[src/design/slr_pkg.sv]
// ----------------------------------------------------------------------------
// slr_pkg: shared types and constants for the light scissor rectangle core
// Fixed-point format, pipeline depths, register map and side-band structs.
// ----------------------------------------------------------------------------
package slr_pkg;

  localparam int unsigned FRAC_BITS   = 16;
  // slope magnitudes are below 2^62
  localparam int unsigned MAG_W       = 62;
  // one root bit per stage over a 64-bit radicand
  localparam int unsigned SQRT_STAGES = 32;
  // one quotient bit per stage
  localparam int unsigned DIV_STAGES  = MAG_W;
  localparam int unsigned PADDR_W     = 4;
  localparam int unsigned NSLOPE      = 4;

  typedef enum logic [1:0] {
    REG_SCREEN_WIDTH  = 2'd0,
    REG_SCREEN_HEIGHT = 2'd1,
    REG_PROJ_X_SCALE  = 2'd2,
    REG_PROJ_Y_SCALE  = 2'd3
  } reg_idx_e;

  // data that rides alongside the square root pipeline
  typedef struct packed {
    logic signed [31:0] x;
    logic signed [31:0] y;
    logic signed [31:0] z;
    logic [30:0]        r;
    logic               okx;
    logic               oky;
  } sq_side_t;

  // data that rides alongside the divider pipeline
  typedef struct packed {
    logic [NSLOPE-1:0] neg;
    logic [NSLOPE-1:0] sat;
    logic              okx;
    logic              oky;
  } dv_side_t;

  // signed product divided by four, truncating toward zero
  function automatic logic signed [61:0] div4(input logic signed [63:0] p);
    logic signed [63:0] t;
    t = p + (p[63] ? 64'sd3 : 64'sd0);
    return t[63:2];
  endfunction

endpackage

[src/design/slr_isqrt.sv]
// ----------------------------------------------------------------------------
// slr_isqrt: pipelined integer square root
// Floor square root of a 64-bit value, one root bit per stage.
// ----------------------------------------------------------------------------
module slr_isqrt (
  input  logic        clk_i,
  input  logic        en_i,
  input  logic [63:0] rad_i,
  output logic [31:0] root_o
);

  logic [32:0] rem_q  [slr_pkg::SQRT_STAGES];
  logic [32:0] rem_d  [slr_pkg::SQRT_STAGES];
  logic [31:0] root_q [slr_pkg::SQRT_STAGES];
  logic [31:0] root_d [slr_pkg::SQRT_STAGES];
  logic [63:0] rad_q  [slr_pkg::SQRT_STAGES];
  logic [63:0] rad_d  [slr_pkg::SQRT_STAGES];

  always_comb begin
    for (int k = 0; k < slr_pkg::SQRT_STAGES; k++) begin
      logic [32:0] rem_in;
      logic [31:0] root_in;
      logic [63:0] rad_in;
      logic [34:0] rem_sh;
      logic [34:0] trial;
      rem_in  = (k == 0) ? 33'd0 : rem_q[(k == 0) ? 0 : k - 1];
      root_in = (k == 0) ? 32'd0 : root_q[(k == 0) ? 0 : k - 1];
      rad_in  = (k == 0) ? rad_i : rad_q[(k == 0) ? 0 : k - 1];
      rem_sh  = {rem_in, rad_in[63:62]};
      trial   = {1'b0, root_in, 2'b01};
      if (rem_sh >= trial) begin
        rem_d[k]  = 33'(rem_sh - trial);
        root_d[k] = {root_in[30:0], 1'b1};
      end else begin
        rem_d[k]  = rem_sh[32:0];
        root_d[k] = {root_in[30:0], 1'b0};
      end
      rad_d[k] = {rad_in[61:0], 2'b00};
    end
  end

  always_ff @(posedge clk_i) begin
    if (en_i) begin
      for (int k = 0; k < slr_pkg::SQRT_STAGES; k++) begin
        rem_q[k]  <= rem_d[k];
        root_q[k] <= root_d[k];
        rad_q[k]  <= rad_d[k];
      end
    end
  end

  assign root_o = root_q[slr_pkg::SQRT_STAGES-1];

endmodule

[config.mk]
export PLATFORM = sky130hd
export DESIGN_NAME = slr_isqrt
export DESIGN_NICKNAME = d
export VERILOG_FILES = /design/src/design/slr_pkg.sv /design/src/design/slr_isqrt.sv
export SDC_FILE = /design/constraint.sdc
export NUM_CORES = 2
export LEC_CHECK = 0
export CORE_MARGIN = 2
export CORE_UTILIZATION = 55
export DETAILED_ROUTE_END_ITERATION = 10
export DONT_BUFFER_PORTS = 1
export GPL_TIMING_DRIVEN = 0
export HOLD_SLACK_MARGIN = 0.1
export PLACE_DENSITY_LB_ADDON = 0.2
export SLEW_MARGIN = 20
export SYNTH_ARGS = -nofsm -noshare
export SYNTH_HDL_FRONTEND = slang
export SYNTH_MEMORY_MAX_BITS = 65536
export SYNTH_SLANG_ARGS = --single-unit
export TNS_END_PERCENT = 1
[constraint.sdc]
create_clock -name clk_i -period 6.8 [get_ports clk_i]
set_clock_uncertainty 0.05 [all_clocks]
set_input_delay 0.34 -clock clk_i [delete_from_list [all_inputs] [get_ports clk_i]]
set_output_delay 0.34 -clock clk_i [all_outputs]
set_load 0.02 [all_outputs]
==> impl_metrics.sql <==
INSERT INTO impl_metrics (metric_group, metric, value, unit) VALUES
('clock_network', 'cts_made_buffers', '282', ''),
('run', 'max-cap-violations', '0', ''),
('critical_path', 'regToRegEndpoint', 'rem_q[1][383]', ''),
('route', 'totalWireLength', '234', 'mm'),
('place', 'pre_cts_ws', '1950', 'ps'),
('place', 'place_hpwl', '165', 'mm'),
('finish', 'post_layout_nonfiller_instances', '12422', ''),
('floorplanning', 'std_cell_rows', '168', ''),
('clock_network', 'ctsHtreeMaxLevel', '5', ''),
('timing', 'hold_viol_final', '0', ''),
('hold_path', 'min_path_type', 'register to register', ''),
('timing', 'fin_hold_ws', '309', 'ps'),
('floorplanning', 'floorplan.die.height', '463', 'µm'),
('yosys', 'synth_seq_area_share', '64.6', '%'),
('route', 'routed-via-count', '69907', ''),
('floorplanning', 'dieWidth', '463', 'µm'),
('critical_path', 'criticalPathCategory', 'register to register', ''),
('global_route', 'globalRouteMet3Util', '3.03', '%'),
('finish', 'postLayoutCellArea', '130000', 'µm²'),
('timing', 'maxSlewViolCount', '0', ''),
('timing', 'setup_slack', '1730', 'ps'),
('yosys', 'syn_area', '116000', 'µm²'),
('finish', 'final_layout_size_suffix_gt1_share', '5.73', '%'),
('critical_path', 'timing.critical_path.to_type', 'register', ''),
('finish', 'finish.utilization', '61.9', '%'),
('pwr', 'total_leakage_power', '49.7', 'nW'),
('yosys', 'synth-seq-cells', '2495', ''),
('critical_path', 'reg2reg_launch_point', 'root_q[1][330]', ''),
('route', 'first_pass_detailed_route_iteration_total', '8', ''),
('place', 'post-place-cells', '11810', ''),
('route', 'post_drt_wl_per_cell', '18.8', 'µm'),
('floorplanning', 'floorplan.core_area', '210000', 'µm²'),
('pwr', 'design_power_total', '43.5', 'mW'),
('yosys', 'number_of_flops_mapped_to_enable_cells_by_yosys', '2495', ''),
('route', 'drt-initial-drc-count', '5514', ''),
('critical_path', 'worstPathBufferInverterCount', '3', ''),
('place', 'placedInstanceArea', '120000', 'µm²'),
('critical_path', 'slowest_delay', '750', 'ps'),
('timing', 'grt_setup_unrepaired', 'false', ''),
('yosys', 'syn_avg_cell_area', '12.9', 'µm²'),
('clock_network', 'post_cts_hold_buffer_count', '132', ''),
('global_route', 'first_global_vias', '68466', ''),
('finish', 'multi_input_comb_area', '37800', 'µm²'),
('critical_path', 'critical_path_depth', '13', ''),
('pwr', 'total_power_divided_by_cell_area', '335', 'nW/µm²'),
('critical_path', 'reg2reg_depth', '13', ''),
('critical_path', 'crit_fanout', '10', ''),
('critical_path', 'required_time_of_the_critical_path', '7320', 'ps'),
('global_route', 'grt-busiest-layer', 'met2', ''),
('critical_path', 'crit_path_dat', '5590', 'ps'),
('place', 'port_buffer_count', '0', ''),
('yosys', 'synth.net_count', '9616', ''),
('yosys', 'synth.distinct_cells', '85', ''),
('timing', 'finalSetupViolations', '0', ''),
('clock_network', 'tritoncts', 'built', ''),
('run_status', 'status', 'complete, no violations', ''),
('yosys', 'syn-instance-count', '8989', ''),
('critical_path', 'critical_path.endpoint', 'rem_q[1][383]', ''),
('timing', 'timing.fmax', '0.197', 'GHz'),
('timing', 'setup_total_negative_slack', '0', 'ps'),
('finish', 'area_growth', '11.9', '%'),
('global_route', 'grt.met2_usage', '36.6', '%'),
('critical_path', 'crit_path_frequent_cell', 'a21oi_1', ''),
('clock_network', 'post_cts_resized', '0', ''),
('floorplanning', 'floorplan.die_area', '215000', 'µm²'),
('critical_path', 'critPathLaunch', 'root_q[1][330]', ''),
('global_route', 'maximum_number_of_pins_on_one_net_before_global_route_repair', '216', ''),
('clock_network', 'cts.sink_count', '2495', ''),
('critical_path', 'library_cell_contributing_the_largest_single_delay_on_the_critical_path', 'o21ai_1', ''),
('timing', 'worst_slew_margin_rel', '27.9', '%'),
('global_route', 'number_of_antenna_violations_at_the_first_check_in_global_routing', '2', '');
## cell usage after synthesis (91+ instances only)
library cell	number	area (µm²)
a21o_1	261	1960
a21oi_1	544	2720
clkbuf_1	153	574
edfxtp_1	2495	74900
ha_1	561	7020
inv_1	690	2590
nand2_1	614	2300
nand2b_1	114	713
nand3_1	132	661
nand4_1	91	569
nor2_1	599	2250
nor3_1	250	1250
nor4_1	106	663
o21a_1	113	848
o21ai_0	496	2480
xnor2_1	362	3170
xor2_1	410	3590
## metal layers
layer | wire (µm) | part of all wire (%)
met5 | 0 | 0
met2 | 115000 | 49
met3 | 10300 | 4.4
met1 | 103000 | 44
met4 | 5610 | 2.4
## cells by family after synthesis
family / Yosys count / synth area share, %
DFF: 2495 / 64.6
adders and majority gates: 561 / 6.05
AOI/OAI and AO/OA: 1798 / 9.56
buffers and inverters: 865 / 2.81
other: 1 / 0.00323
xor gates and xnor gates: 772 / 5.83
and+or+nand+nor: 2397 / 10.2
muxes: 100 / 0.946
## worst min-delay path by stage
| stage | depth (start not counted) | to | slack (ps) | startpoint |
|---|---|---|---|---|
| final | 0 | rad_q[0][989] | 310 | rad_q[0][925] |
| after global routing | 0 | rad_q[0][989] | 310 | rad_q[0][925] |
| after CTS | 0 | rad_q[0][989] | 310 | rad_q[0][925] |
| after detailed placement | 0 | rad_q[0][120] | 350 | rad_q[0][56] |
| after global placement | 0 | rad_q[0][584] | 350 | rad_q[0][520] |
| after floorplan | 0 | rad_q[0][100] | 350 | rad_q[0][36] |
## flip-flops by register name (all words and copies together) (netlist names)
register and cells:
rad_q 992, rem_q 975, root_q 528
## layout make-up
class                      instances  area share (%)
timing repair buffer             148            1.34
clock buffer                     339            5.67
buffer                           172           0.508
tap                             2805            2.70
sequential                      2495            57.7
clock inverter                   139           0.921
inverter                         693            2.00
multi-input combinational       5629            29.1
antenna                            2         0.00386
## power by group
part,switching [mW],internal [mW]
registers,1.23,19.4
logic,5.08,3.63
clock network,5.76,8.39
total,12.1,31.4
## cells in the final DEF (no fill, tap or decap), drive strengths merged, types with 23 or more instances in the layout
master and count:
edfxtp 2495, inv 696, nand2 614, nor2 599, ha 561, a21oi 544
o21ai 500, clkbuf 492, xor2 410, xnor2 362, a21o 261, nor3 254
nand3 132, dlygate4sd3 131, nand2b 114, o21a 113, nor4 111, clkinv 102
or3 92, nand4 91, nor2b 88, mux2 77, or4 68, o31ai 61
and3 60, or2 49, a31oi 39, o21bai 36, buf 36, a211oi 35
and2 31, o211ai 26, mux2i 23, nand3b 23
Note: power is estimated with default switching activity, not from simulation.
